===== src/hdl/assert_macros.svh =====
// Assertion macros used by the parser's request queue.
`ifndef ASSERT_MACROS_SVH
`define ASSERT_MACROS_SVH
`ifndef SYNTHESIS
// Checks that an expression holds at every clock edge outside reset.
`define PPM6_ASSERT(lbl, expr, msg) \
	lbl: assert property (@(posedge clk) disable iff (!arst_n) (expr)) \
		else $error(msg);
// Checks that a consequent holds in the same cycle as its antecedent.
`define PPM6_ASSERT_IMPL(lbl, ante, cons, msg) \
	lbl: assert property (@(posedge clk) disable iff (!arst_n) (ante) |-> (cons)) \
		else $error(msg);
`else
`define PPM6_ASSERT(lbl, expr, msg)
`define PPM6_ASSERT_IMPL(lbl, ante, cons, msg)
`endif
`endif


===== src/hdl/ppm6_pkg.sv =====
// Shared types, codes and constants of the PPM P6 stream parser.
package ppm6_pkg;

	localparam int DIM_BITS_DEF    = 16;
	localparam int QUEUE_DEPTH_DEF = 4;

	localparam logic [7:0] CH_TAB   = 8'h09;
	localparam logic [7:0] CH_LF    = 8'h0A;
	localparam logic [7:0] CH_CR    = 8'h0D;
	localparam logic [7:0] CH_SPACE = 8'h20;
	localparam logic [7:0] CH_HASH  = 8'h23;
	localparam logic [7:0] CH_PLUS  = 8'h2B;
	localparam logic [7:0] CH_MINUS = 8'h2D;
	localparam logic [7:0] CH_ZERO  = 8'h30;
	localparam logic [7:0] CH_SIX   = 8'h36;
	localparam logic [7:0] CH_NINE  = 8'h39;
	localparam logic [7:0] CH_P     = 8'h50;
	localparam logic [7:0] MAXVAL_REQ = 8'd255;

	localparam logic [1:0] CHAN_BLUE = 2'd2;

	typedef enum logic [1:0] {
		KIND_HEADER = 2'd0,
		KIND_PIXEL  = 2'd1,
		KIND_ERROR  = 2'd2
	} kind_t;

	typedef enum logic [2:0] {
		ERR_BAD_MAGIC   = 3'd0,
		ERR_BAD_WIDTH   = 3'd1,
		ERR_BAD_HEIGHT  = 3'd2,
		ERR_BAD_MAXVAL  = 3'd3,
		ERR_MAXVAL_255  = 3'd4,
		ERR_EARLY_END   = 3'd5,
		ERR_INCOMPLETE  = 3'd6
	} err_code_t;

	typedef enum logic [1:0] {
		CMD_DATA   = 2'd0,
		CMD_HEADER = 2'd1,
		CMD_ERROR  = 2'd2,
		CMD_EOF    = 2'd3
	} cmd_op_t;

	// One request from the header front end to the pixel back end.
	typedef struct packed {
		cmd_op_t     op;
		logic [7:0]  data_byte;
		err_code_t   code;
		logic [15:0] width;
		logic [15:0] height;
	} cmd_t;

	// One result as presented on the output stream.
	typedef struct packed {
		kind_t       kind;
		logic [15:0] width;
		logic [15:0] height;
		logic [7:0]  pixel;
		logic [1:0]  chan;
		logic        last;
		logic [2:0]  code;
	} res_t;

	function automatic logic is_space(input logic [7:0] b);
		return (b == CH_SPACE) || ((b >= CH_TAB) && (b <= CH_CR));
	endfunction

endpackage


===== src/hdl/ppm6_front.sv =====
// Header tokenizer: classifies input bytes and issues requests to the back end.
module ppm6_front import ppm6_pkg::*; #(
	parameter int DIM_BITS = DIM_BITS_DEF
) (
	input  logic                    clk,
	input  logic                    arst_n,
	input  logic                    item_valid,
	input  logic [7:0]              byte_in,
	input  logic                    eof_in,
	output logic                    push,
	output cmd_t                    cmd,
	output logic [2*DIM_BITS+1:0]   cmd_total
);

	localparam int CNT_BITS = 2 * DIM_BITS + 2;
	localparam int ACC_BITS = DIM_BITS + 1;
	localparam int MUL_BITS = DIM_BITS + 5;

	typedef enum logic [2:0] {
		PH_MAGIC, PH_WIDTH, PH_HEIGHT, PH_MAXVAL, PH_PIXELS, PH_IDLE
	} phase_t;

	phase_t                phase_q, phase_d;
	logic                  in_comment_q, in_comment_d;
	logic                  in_token_q, in_token_d;
	logic [1:0]            tok_len_q, tok_len_d;
	logic                  tok_valid_q, tok_valid_d;
	logic                  tok_neg_q, tok_neg_d;
	logic [ACC_BITS-1:0]   acc_q, acc_d;
	logic [DIM_BITS-1:0]   width_q, width_d;
	logic [DIM_BITS-1:0]   height_q, height_d;
	logic [2*DIM_BITS-1:0] area_q;

	logic [MUL_BITS-1:0]   acc_ext;
	logic [MUL_BITS-1:0]   acc_next;
	logic                  is_digit;
	logic                  tok_bad;
	err_code_t             tok_code;
	logic [DIM_BITS+15:0]  width_ext;
	logic [DIM_BITS+15:0]  height_ext;

	assign acc_ext  = {4'b0, acc_q};
	assign is_digit = (byte_in >= CH_ZERO) && (byte_in <= CH_NINE);
	assign acc_next = (acc_ext << 3) + (acc_ext << 1)
		+ MUL_BITS'(4'(byte_in - CH_ZERO));
	assign width_ext  = {16'b0, width_q};
	assign height_ext = {16'b0, height_q};

	// Verdict on the token that is open now.
	always_comb begin
		tok_bad  = 1'b0;
		tok_code = ERR_BAD_MAGIC;
		if (phase_q == PH_MAGIC) begin
			tok_bad = !(tok_valid_q && (tok_len_q == 2'd2));
		end else begin
			case (phase_q)
				PH_WIDTH:  tok_code = ERR_BAD_WIDTH;
				PH_HEIGHT: tok_code = ERR_BAD_HEIGHT;
				default:   tok_code = ERR_BAD_MAXVAL;
			endcase
			if (!tok_valid_q || tok_neg_q || (acc_q == '0) || acc_q[DIM_BITS]) begin
				tok_bad = 1'b1;
			end else if ((phase_q == PH_MAXVAL) && (acc_q != ACC_BITS'(MAXVAL_REQ))) begin
				tok_bad  = 1'b1;
				tok_code = ERR_MAXVAL_255;
			end
		end
	end

	always_comb begin
		phase_d      = phase_q;
		in_comment_d = in_comment_q;
		in_token_d   = in_token_q;
		tok_len_d    = tok_len_q;
		tok_valid_d  = tok_valid_q;
		tok_neg_d    = tok_neg_q;
		acc_d        = acc_q;
		width_d      = width_q;
		height_d     = height_q;
		push         = 1'b0;
		cmd          = '0;
		cmd_total    = '0;

		if (item_valid) begin
			if (eof_in) begin
				if ((phase_q == PH_MAGIC) || (phase_q == PH_WIDTH) ||
						(phase_q == PH_HEIGHT) || (phase_q == PH_MAXVAL)) begin
					push    = 1'b1;
					cmd.op  = CMD_ERROR;
					if (!in_token_q)
						cmd.code = ERR_EARLY_END;
					else if (tok_bad)
						cmd.code = tok_code;
					else if (phase_q == PH_MAXVAL)
						cmd.code = ERR_INCOMPLETE;
					else
						cmd.code = ERR_EARLY_END;
				end else if (phase_q == PH_PIXELS) begin
					push   = 1'b1;
					cmd.op = CMD_EOF;
				end
				phase_d      = PH_MAGIC;
				in_comment_d = 1'b0;
				in_token_d   = 1'b0;
				tok_len_d    = '0;
				tok_valid_d  = 1'b1;
				tok_neg_d    = 1'b0;
				acc_d        = '0;
				width_d      = '0;
				height_d     = '0;
			end else if (phase_q == PH_PIXELS) begin
				push          = 1'b1;
				cmd.op        = CMD_DATA;
				cmd.data_byte = byte_in;
			end else if (phase_q == PH_IDLE) begin
				phase_d = PH_IDLE;
			end else if (in_comment_q) begin
				if (byte_in == CH_LF)
					in_comment_d = 1'b0;
			end else if (!in_token_q && is_space(byte_in)) begin
				in_token_d = 1'b0;
			end else if (!in_token_q && (byte_in == CH_HASH)) begin
				in_comment_d = 1'b1;
			end else if (!in_token_q || !is_space(byte_in)) begin
				// Token byte: a closed token holds its reset values, so the same
				// update serves the first byte and the ones after it.
				in_token_d = 1'b1;
				tok_len_d  = (tok_len_q == 2'd3) ? 2'd3 : tok_len_q + 2'd1;
				if (phase_q == PH_MAGIC) begin
					if (!(((tok_len_q == 2'd0) && (byte_in == CH_P)) ||
							((tok_len_q == 2'd1) && (byte_in == CH_SIX))))
						tok_valid_d = 1'b0;
				end else if ((tok_len_q == 2'd0) &&
						((byte_in == CH_PLUS) || (byte_in == CH_MINUS))) begin
					if (byte_in == CH_MINUS)
						tok_neg_d = 1'b1;
				end else if (is_digit) begin
					if (|acc_next[MUL_BITS-1:DIM_BITS])
						acc_d = {1'b1, {DIM_BITS{1'b0}}};
					else
						acc_d = acc_next[ACC_BITS-1:0];
				end else begin
					tok_valid_d = 1'b0;
				end
			end else begin
				// Whitespace closes the token.
				in_token_d  = 1'b0;
				tok_len_d   = '0;
				tok_valid_d = 1'b1;
				tok_neg_d   = 1'b0;
				acc_d       = '0;
				if (tok_bad) begin
					push     = 1'b1;
					cmd.op   = CMD_ERROR;
					cmd.code = tok_code;
					phase_d  = PH_IDLE;
				end else begin
					case (phase_q)
						PH_MAGIC: phase_d = PH_WIDTH;
						PH_WIDTH: begin
							width_d = acc_q[DIM_BITS-1:0];
							phase_d = PH_HEIGHT;
						end
						PH_HEIGHT: begin
							height_d = acc_q[DIM_BITS-1:0];
							phase_d  = PH_MAXVAL;
						end
						default: begin
							push       = 1'b1;
							cmd.op     = CMD_HEADER;
							cmd.width  = width_ext[15:0];
							cmd.height = height_ext[15:0];
							cmd_total  = {area_q, 1'b0} + CNT_BITS'(area_q);
							phase_d    = PH_PIXELS;
						end
					endcase
				end
			end
		end
	end

	// The area is registered in the cycle after the height is stored; the maxval
	// token needs at least two more bytes, so the header always sees it.
	always_ff @(posedge clk or negedge arst_n) begin
		if (!arst_n) begin
			phase_q      <= PH_MAGIC;
			in_comment_q <= 1'b0;
			in_token_q   <= 1'b0;
			tok_len_q    <= '0;
			tok_valid_q  <= 1'b1;
			tok_neg_q    <= 1'b0;
			acc_q        <= '0;
			width_q      <= '0;
			height_q     <= '0;
			area_q       <= '0;
		end else begin
			phase_q      <= phase_d;
			in_comment_q <= in_comment_d;
			in_token_q   <= in_token_d;
			tok_len_q    <= tok_len_d;
			tok_valid_q  <= tok_valid_d;
			tok_neg_q    <= tok_neg_d;
			acc_q        <= acc_d;
			width_q      <= width_d;
			height_q     <= height_d;
			area_q       <= width_q * height_q;
		end
	end

endmodule


===== src/hdl/ppm6_queue.sv =====
// Small request queue between the front end and the back end.
`include "assert_macros.svh"
module ppm6_queue import ppm6_pkg::*; #(
	parameter int WIDTH = 8,
	parameter int DEPTH = QUEUE_DEPTH_DEF
) (
	input  logic             clk,
	input  logic             arst_n,
	input  logic             push,
	input  logic [WIDTH-1:0] wr_data,
	output logic             full,
	input  logic             pop,
	output logic             empty,
	output logic [WIDTH-1:0] rd_data
);

	localparam int PTR_W = (DEPTH > 1) ? $clog2(DEPTH) : 1;
	localparam int CNT_W = $clog2(DEPTH + 1);

	logic [WIDTH-1:0] mem_q [DEPTH];
	logic [PTR_W-1:0] wr_ptr_q;
	logic [PTR_W-1:0] rd_ptr_q;
	logic [CNT_W-1:0] count_q;

	assign full    = (count_q == CNT_W'(DEPTH));
	assign empty   = (count_q == '0);
	assign rd_data = mem_q[rd_ptr_q];

	always_ff @(posedge clk) begin
		if (push)
			mem_q[wr_ptr_q] <= wr_data;
	end

	always_ff @(posedge clk or negedge arst_n) begin
		if (!arst_n) begin
			wr_ptr_q <= '0;
			rd_ptr_q <= '0;
			count_q  <= '0;
		end else begin
			if (push)
				wr_ptr_q <= (wr_ptr_q == PTR_W'(DEPTH - 1)) ? '0 : wr_ptr_q + PTR_W'(1);
			if (pop)
				rd_ptr_q <= (rd_ptr_q == PTR_W'(DEPTH - 1)) ? '0 : rd_ptr_q + PTR_W'(1);
			if (push && !pop)
				count_q <= count_q + CNT_W'(1);
			else if (pop && !push)
				count_q <= count_q - CNT_W'(1);
		end
	end

	`PPM6_ASSERT(a_count_bound, count_q <= CNT_W'(DEPTH), "queue count exceeds depth")
	`PPM6_ASSERT_IMPL(a_no_overflow, full, !push, "request pushed into a full queue")
	`PPM6_ASSERT_IMPL(a_no_underflow, empty, !pop, "request popped from an empty queue")

endmodule


===== src/hdl/ppm6_back.sv =====
// Pixel back end: counts pixel bytes, tags channels and holds the output result.
module ppm6_back import ppm6_pkg::*; #(
	parameter int DIM_BITS = DIM_BITS_DEF
) (
	input  logic                  clk,
	input  logic                  arst_n,
	input  logic                  cmd_empty,
	input  cmd_t                  cmd,
	input  logic [2*DIM_BITS+1:0] cmd_total,
	output logic                  pop,
	output logic                  res_valid,
	input  logic                  res_ready,
	output res_t                  res
);

	localparam int CNT_BITS = 2 * DIM_BITS + 2;

	logic [CNT_BITS-1:0] remaining_q, remaining_d;
	logic [1:0]          chan_q, chan_d;
	logic                out_valid_q;
	res_t                out_q;
	logic                produce;
	res_t                res_d;

	assign pop       = !cmd_empty && (!out_valid_q || res_ready);
	assign res_valid = out_valid_q;
	assign res       = out_q;

	always_comb begin
		remaining_d = remaining_q;
		chan_d      = chan_q;
		produce     = 1'b0;
		res_d       = '0;
		res_d.kind  = KIND_ERROR;
		case (cmd.op)
			CMD_HEADER: begin
				produce      = 1'b1;
				res_d.kind   = KIND_HEADER;
				res_d.width  = cmd.width;
				res_d.height = cmd.height;
				remaining_d  = cmd_total;
				chan_d       = '0;
			end
			CMD_DATA: begin
				// Bytes past the end of the image are dropped.
				if (remaining_q != '0) begin
					produce     = 1'b1;
					res_d.kind  = KIND_PIXEL;
					res_d.pixel = cmd.data_byte;
					res_d.chan  = chan_q;
					res_d.last  = (remaining_q == CNT_BITS'(1));
					remaining_d = remaining_q - CNT_BITS'(1);
					chan_d      = (chan_q == CHAN_BLUE) ? 2'd0 : chan_q + 2'd1;
				end
			end
			CMD_ERROR: begin
				produce     = 1'b1;
				res_d.code  = cmd.code;
				remaining_d = '0;
				chan_d      = '0;
			end
			CMD_EOF: begin
				produce     = (remaining_q != '0);
				res_d.code  = ERR_INCOMPLETE;
				remaining_d = '0;
				chan_d      = '0;
			end
			default: begin
				produce = 1'b0;
			end
		endcase
	end

	always_ff @(posedge clk or negedge arst_n) begin
		if (!arst_n) begin
			remaining_q <= '0;
			chan_q      <= '0;
			out_valid_q <= 1'b0;
		end else begin
			if (pop) begin
				remaining_q <= remaining_d;
				chan_q      <= chan_d;
				out_valid_q <= produce;
			end else if (res_ready) begin
				out_valid_q <= 1'b0;
			end
		end
	end

	always_ff @(posedge clk) begin
		if (pop && produce)
			out_q <= res_d;
	end

endmodule


===== src/hdl/ppm6_stream_parser_top.sv =====
// Top level of the PPM P6 stream parser.
// ppm_p6_stream_parser takes a P6 file one byte per request: each byte is
// classified by the header front end in the cycle it arrives and the resulting
// request is carried out by the pixel back end, with a four-entry queue between
// them; a result is registered in the queue and then in the back end's output
// register before it is valid on the output stream. The header ends on the
// single whitespace byte after maxval; a header result carries width and
// height, then width*height*3 pixel results follow, each with its color
// channel and the last one marked. The pixel count comes from one DIM_BITS
// by DIM_BITS multiplier whose product is registered while the maxval token
// is being read. The first error ends the image; a request with tlast set
// closes the file and rearms the parser. Input backpressure appears only when
// the queue fills under a stalled output.
module ppm_p6_stream_parser import ppm6_pkg::*; #(
	parameter int DIM_BITS    = DIM_BITS_DEF,
	parameter int QUEUE_DEPTH = QUEUE_DEPTH_DEF
) (
	input  logic        clk,
	input  logic        arst_n,
	input  logic        s_tvalid,
	output logic        s_tready,
	input  logic [7:0]  s_tdata,   // [7:0] byte_value
	input  logic        s_tlast,   // end_of_file
	output logic        m_tvalid,
	input  logic        m_tready,
	output logic [47:0] m_tdata,   // [15:0] image_width, [31:16] image_height,
	                               // [39:32] pixel_byte, [41:40] color_channel,
	                               // [44:42] error_code, [47:45] zero
	output logic        m_tlast,   // last_pixel
	output logic [1:0]  m_tuser    // result_kind
);

	localparam int CNT_BITS = 2 * DIM_BITS + 2;
	localparam int Q_WIDTH  = $bits(cmd_t) + CNT_BITS;

	logic                accept;
	logic                push;
	cmd_t                front_cmd;
	logic [CNT_BITS-1:0] front_total;
	logic                q_full;
	logic                q_empty;
	logic                q_pop;
	logic [Q_WIDTH-1:0]  q_rd;
	cmd_t                back_cmd;
	logic [CNT_BITS-1:0] back_total;
	res_t                res;

	assign s_tready = !q_full;
	assign accept   = s_tvalid && s_tready;

	ppm6_front #(
		.DIM_BITS(DIM_BITS)
	) u_front (
		.clk       (clk),
		.arst_n    (arst_n),
		.item_valid(accept),
		.byte_in   (s_tdata),
		.eof_in    (s_tlast),
		.push      (push),
		.cmd       (front_cmd),
		.cmd_total (front_total)
	);

	ppm6_queue #(
		.WIDTH(Q_WIDTH),
		.DEPTH(QUEUE_DEPTH)
	) u_queue (
		.clk    (clk),
		.arst_n (arst_n),
		.push   (push),
		.wr_data({front_total, front_cmd}),
		.full   (q_full),
		.pop    (q_pop),
		.empty  (q_empty),
		.rd_data(q_rd)
	);

	assign back_cmd   = cmd_t'(q_rd[$bits(cmd_t)-1:0]);
	assign back_total = q_rd[Q_WIDTH-1:$bits(cmd_t)];

	ppm6_back #(
		.DIM_BITS(DIM_BITS)
	) u_back (
		.clk      (clk),
		.arst_n   (arst_n),
		.cmd_empty(q_empty),
		.cmd      (back_cmd),
		.cmd_total(back_total),
		.pop      (q_pop),
		.res_valid(m_tvalid),
		.res_ready(m_tready),
		.res      (res)
	);

	assign m_tdata = {3'b000, res.code, res.chan, res.pixel, res.height, res.width};
	assign m_tlast = res.last;
	assign m_tuser = res.kind;

endmodule

===== config.mk =====
export PLATFORM = sky130hd
export DESIGN_NAME = ppm_p6_stream_parser
export DESIGN_NICKNAME = d
export VERILOG_FILES = /design/src/hdl/ppm6_pkg.sv /design/src/hdl/ppm6_front.sv /design/src/hdl/ppm6_queue.sv /design/src/hdl/ppm6_back.sv /design/src/hdl/ppm6_stream_parser_top.sv
export VERILOG_INCLUDE_DIRS = /design/src /design/src/hdl
export SDC_FILE = /design/constraint.sdc
export NUM_CORES = 1
export LEC_CHECK = 0
export BUFFER_PORTS_ARGS = -buffer_cell sky130_fd_sc_hd__buf_4
export CAP_MARGIN = 10
export CORE_MARGIN = 10
export CORE_UTILIZATION = 58
export CTS_CLUSTER_SIZE = 14
export DETAILED_ROUTE_END_ITERATION = 6
export PLACE_DENSITY = 0.78
export REMOVE_ABC_BUFFERS = 1
export SYNTH_ARGS = -nofsm -noshare
export SYNTH_HDL_FRONTEND = slang
export SYNTH_HIERARCHICAL = 1
export SYNTH_SLANG_ARGS = --single-unit

===== constraint.sdc =====
create_clock -name clk -period 5.94 [get_ports clk]
set_clock_uncertainty 0.15 [all_clocks]
set_input_delay 0.594 -clock clk [delete_from_list [all_inputs] [get_ports clk]]
set_output_delay 0.594 -clock clk [all_outputs]
set_load 0.01 [all_outputs]

---- Word level (Yosys, flattened, before mapping) ----
Memory sizes are Yosys's and may differ from the RTL's.
Cells that the tools add are included.
storage, ports and cells
  memories kept ........................... 1
  logic and storage cells ................. 302
  input bits .............................. 13
  output and inout bits ................... 53
  flip-flop bits (word level) ............. 182
  bits in writable memories ............... 316
memories
  memory         depth  width  rd ports  clocked after Yosys merged registers in  write ports  line              text
  u_queue.mem_q  4      79     1         0                                        1            ppm6_queue.sv:20  logic [WIDTH-1:0] mem_q [DEPTH];
operators by class
  add/subtract/negate cells ............... 11
  reduce and logical (&&, ||, !) cells .... 60
  muxes and demuxes ....................... 157
  magnitude comparators ................... 4
  $mul .................................... 1
  eq/ne operators ......................... 45
operator list
  operator                                                count
  2-to-1 mux 34 bit                                       11
  2-to-1 mux 16 bit                                       18
  2-to-1 mux 35 bit                                       6
  2-to-1 mux 17 bit                                       11
  case mux 34 bit (3 select lines)                        1
  2-to-1 mux 32 bit                                       3
  2-to-1 mux 1 bit                                        56
  2-to-1 mux 3 bit                                        18
  2-to-1 mux 2 bit                                        24
  2-to-1 mux 45 bit                                       1
  AND reduction 9 bit                                     5
  == test 8 x 6 -> 1 bit, second input constant           5
  adder 33 x 32 -> 34 bit                                 1
  == test 34 x 1 -> 1 bit, second input constant          1
  nonzero test 34 bit                                     1
  subtractor 34 x 1 -> 34 bit, second input constant      1
  multiplier 16 x 16 -> 32 bit                            1
  adder 20 x 18 -> 21 bit                                 1
  adder 21 x 4 -> 21 bit                                  1
  logical NOT 17 bit                                      1
  inequality test 17 x 8 -> 1 bit, second input constant  1
  2-to-1 mux 8 bit                                        2
  inequality test 3 x 2 -> 1 bit, second input constant   5
  inequality test 3 bit, second input constant            5
  36 further kinds                                        98

---- Depth between registers and ports, before layout ----
  word-level depth ........................ 19
  mapped depth ............................ 25
  mapped depth without buffers ............ 22

---- Cells and area by module ----
Netlist, hierarchy kept.
by module, submodules not included
  module                area an instance (µm²)  times used  sequential area each (µm²)  cells each
  ppm6_front            15013.1                 1           2253.4                      1724
  ppm6_queue            11890.2                 1           9664.3                      450
  ppm6_back             4335.4                  1           2367.3                      409
  ppm_p6_stream_parser  36.3                    1           0.0                         6

---- Least setup slack after synthesis ----
No wires, ideal clock.
  path kind ............................... flip-flop to flip-flop
  start ................................... reg u_front.height_q[7]
  end ..................................... reg u_front.area_q[28]
  required time ........................... 5.665 ns
  data arrival time ....................... 5.870 ns
  buffers on the path ..................... 3
  library setup time ...................... 0.125 ns
  setup slack ............................. -0.205 ns
  cell stages (with the launch flop) ...... 26
  period minus slack after synthesis ...... 6.145 ns
  path through ............................ dfrtp_1 -> clkbuf_1 -> clkbuf_1 -> nand2_1 -> fa_1 -> inv_1 -> fa_1 -> inv_1 -> fa_1 -> inv_1 -> fa_1 -> fa_1 -> inv_1 -> fa_1 -> inv_1 -> ha_1 -> clkbuf_1 -> o211ai_1 -> a32oi_1 -> o31ai_1 -> a21oi_1 -> a221o_1 -> nand3_1 -> o21ai_0 -> a41oi_1 -> xnor2_1
between the ends
  word-level cells in the longest chain between the ends .. 1
ends and longest elaborated chain
  what                          line               text
  start: declaration            ppm6_front.sv:31   logic [DIM_BITS-1:0] height_q, height_d;
  start signal: assignment      ppm6_front.sv:205  height_q <= height_d;
  multiplier 16 x 16 -> 32 bit  ppm6_front.sv:206  area_q <= width_q * height_q;
  end signal: assignment        ppm6_front.sv:206
  end: declaration              ppm6_front.sv:32   logic [2*DIM_BITS-1:0] area_q;
No other way between the ends.
A chain may end at the register's enable or synchronous reset.

---- Worst setup path in the final report ----
  start ................................... reg u_front.width_q[5]
  end ..................................... reg u_front.area_q[30]
between the ends
  word-level cells in the longest chain between the ends .. 1
ends and longest elaborated chain
  what                          line               text
  start: declaration            ppm6_front.sv:30   logic [DIM_BITS-1:0] width_q, width_d;
  start signal: assignment      ppm6_front.sv:204  width_q <= width_d;
  multiplier 16 x 16 -> 32 bit  ppm6_front.sv:206
No other way between the ends.

==> flow_summary.ini <==
[finish]
num-nets-final = 3132
seqCellArea_um2 = 14320
layout-drive-gt1-share_pct = 17.94
syn2layout_area_growth_pct = 12.60
multiInputGateArea_um2 = 15710
fill_cells = 3897

[power]
cellLeakagePower_uw = 0.01493
powerDensity_nw_per_um2 = 302.7
ir_drop_v = 0.0002139

[critical_path]
critPathTopFamily = adder cells
slowest_stage = fa_1
worst_path_most_repeated_cell = fa_1
cp_max_fo = 4
crit_arrival_ps = 6510
critical_path_class = reg2reg
end_kind = flop
critPathMaxStageDelay_ps = 550
path_buf_inv = 6
path_cells = buf_4, and2_4, fa_1, inv_1, fa_1, inv_1, fa_1, fa_1, fa_1, inv_2, fa_1, inv_2, ha_4, a211oi_4, nand3_2, nor3_2, a21oi_2, a221o_1, nand3_2, buf_6, nand2_4, a21oi_2, xnor2_1
start_kind = flop
cp.required_ps = 6300

[yosys]
synth_cells = 2589
avgSynthCellArea_um2 = 12.08
syn_area_um2 = 31270
netlist-cell-type-count = 88
async_flop_share_pct = 26.91
synth_edf_count = 364
synth_warnings = 6
synth-seq-cells = 498
ys.flop_type = edfxtp_1
ys_seq_area_share_pct = 45.68

[grt]
globalRouteOverflowTotal = 0
grt_pass1_wl_um = 115500
grt_max_degree = 71
antenna_found_initial = 0
grtUsageTotal_pct = 22.66
grt_pass1_vias = 21490

[clock_network]
clk_pin_slew_worst_paths_ps = 60
cts_sinks = 498
htree_levels = 2
cts_root_buf = clkbuf_16
cts_tree = yes
numCtsBuffers = 50
clock_latency_ps = 610
clk_path_buf_depth = 3

[floorplanning]
rows = 85
core_um2 = 53600
io_pins = 66
die_h_um = 252.2
die_w_um = 252.2
die-area_um2 = 63610
start_util_pct = 58.35

[sta]
min_period_ps = 6149
fin_ws_ps = -209.4
slew_violations = 0
setup_violations = 5
tightest_slew_ps = 1034
max_freq_mhz = 162.6
slew_headroom_pct = 30.91
final_hold_viol_count = 0
tns_ps = -844.4
rsz0062_at_grt = yes
post-route-period-util_pct = 103.5

[routing]
wl_met1_um = 29630
highest_layer = met4
wl_met3_um = 4740
dr_wl_met2_um = 35660
finalWirelength_um = 72220
routedWlPerCell_um = 20.76
ant_nets = 0
first_iter_violations = 1508
vias = 20950
via_per_inst = 6.020
firstDrtPassIters = 5
drc = 0

[placement]
dp_hpwl_um = 50250
place_ws_ps = -452.1
routabilityCongestion = 0.9500
io_buffer_count = 62

[outcome]
failed_checks = setup timing
run_status = complete, but fails checks

[flow_run]
maxCapViolations = 0

[hold_path]
hp-class = in2reg
layout make-up:
cell class	count	area share, %
Clock inverter	29	0.7070
Timing Repair Buffer	218	4.981
Inverter	268	2.857
Sequential cell	498	40.66
Tap cell	696	2.473
Antenna cell	1	0.007106
Clock buffer	65	3.713
Multi-Input combinational cell	1704	44.61
report_power, final:
| part | leakage [uW] | switching (uW) | internal, uW |
|---|---|---|---|
| Clock | 0.000757 | 1350 | 1670 |
| Combinational | 0.00899 | 1700 | 1240 |
| Sequential | 0.00518 | 363 | 4340 |
state kept, by name, summed over array words and instances (netlist names):
| name | cells |
|---|---|
| u_queue/mem_q | 316 |
| u_back/res | 48 |
| u_back/remaining_q | 34 |
| u_front/area_q | 32 |
| u_front/acc_q | 17 |
| u_front/height_q | 16 |
| u_front/width_q | 16 |
| u_front/phase_q | 3 |
| u_queue/count_q | 3 |
| u_back/chan_q | 2 |
| u_front/tok_len_q | 2 |
| u_queue/rd_ptr_q | 2 |
| u_queue/wr_ptr_q | 2 |
| u_back/res_valid | 1 |
| u_front/in_comment_q | 1 |
| u_front/in_token_q | 1 |
| u_front/tok_neg_q | 1 |
| u_front/tok_valid_q | 1 |
stage by stage:
step	utilization [%]	hold slack [ps]	instances	area (um2)	power (uW)
after floorplan	-	148.4	2470	30620	6660
after global placement	61.55	312.7	3355	32990	7559
after detailed placement	61.55	311.5	3355	32990	7666
after CTS	65.12	127.8	3468	34900	10710
after global routing	65.70	191.0	3478	35210	11120
final	65.70	150.5	3479	35220	10660
cell families (layout without fill, tap and decap cells):
| family | after synthesis | count (layout) | synth area share (%) |
|---|---|---|---|
| AOI/OAI and AO/OA | 430 | 430 | 9.118 |
| xor gates and xnor gates | 63 | 63 | 1.764 |
| adders and majority gates | 379 | 379 | 19.92 |
| buffers and inverters | 389 | 580 | 5.333 |
| DFF | 498 | 498 | 45.68 |
| muxes | 85 | 85 | 5.897 |
| other | 1 | 4 | 0.01199 |
| and+or+nand+nor | 744 | 744 | 12.29 |
final timing paths:
check                                          from                   to  depth (start not counted)  slack (ps)
worst max-delay path             u_front/width_q[5]   u_front/area_q[30]                         23        -210
worst min-delay path                       m_tready     u_back/res_valid                          3         150
worst max register to register   u_front/width_q[5]   u_front/area_q[30]                         23        -210
worst min register to register  u_front/tok_valid_q  u_front/tok_valid_q                          2         320
max in group asynchronous                    arst_n  u_queue/rd_ptr_q[1]                          3        3740
min in group asynchronous                    arst_n   u_front/area_q[31]                          2         430
layer usage:
metal,track usage [%],vias to the layer above
li1,-,9431
met1,30.29,10620
met2,37.58,765
met3,3.413,130
met4,7.461,0
met5,0,-
cell usage in the layout (no fill, tap or decap), types with 12 or more instances in the layout:
cell type / instances
fa_1: 189
inv_2: 15
clkbuf_1: 15
edfxtp_1: 364
ha_1: 172
o21a_1: 15
clkbuf_16: 50
buf_6: 14
a31oi_1: 12
and2_1: 200
nor3_1: 29
dfrtp_2: 20
nor4_1: 24
mux4_2: 79
buf_4: 198
xor2_1: 27
o21ai_0: 101
inv_1: 253
nor2b_1: 13
nand2_1: 228
nand3_1: 20
a21o_1: 37
a22o_1: 33
o21bai_1: 16
and3_1: 12
a21oi_1: 85
nor2_1: 107
xnor2_1: 36
dfrtp_1: 111
nand4_1: 16
tightest hold or removal path, cell delays in order:
cell      delay, ps
buf_4            70
nand2b_1        100
o21ai_0          80
Yosys cell counts (13+ instances only):
master    number  share of area, %
a211oi_1      14              0.34
a21o_1        37              0.89
a21oi_1       96               1.5
a22o_1        33              0.92
and2_1       210               4.2
buf_2         16              0.26
clkbuf_1      82              0.98
dfrtp_1      133                11
edfxtp_1     364                35
fa_1         198                13
ha_1         181               7.2
inv_1        268               3.2
mux4_2        79               5.7
nand2_1      234               2.8
nand3_1       23              0.37
nand4_1       16              0.32
nor2_1       111               1.3
nor2b_1       13              0.26
nor3_1        30              0.48
nor4_1        25              0.50
o21a_1        15              0.36
o21ai_0      108               1.7
o21bai_1      16              0.38
xnor2_1       36               1.0
xor2_1        27              0.76
what timing repair did:
action,4_1_cts,5_1_grt
hold buffers,1,0
resized for setup,61,69
hold endpoints to repair,63,0
setup endpoints to repair,13,14
pin swaps,40,21
setup buffers,18,10
(Power assumes the default switching activity.)
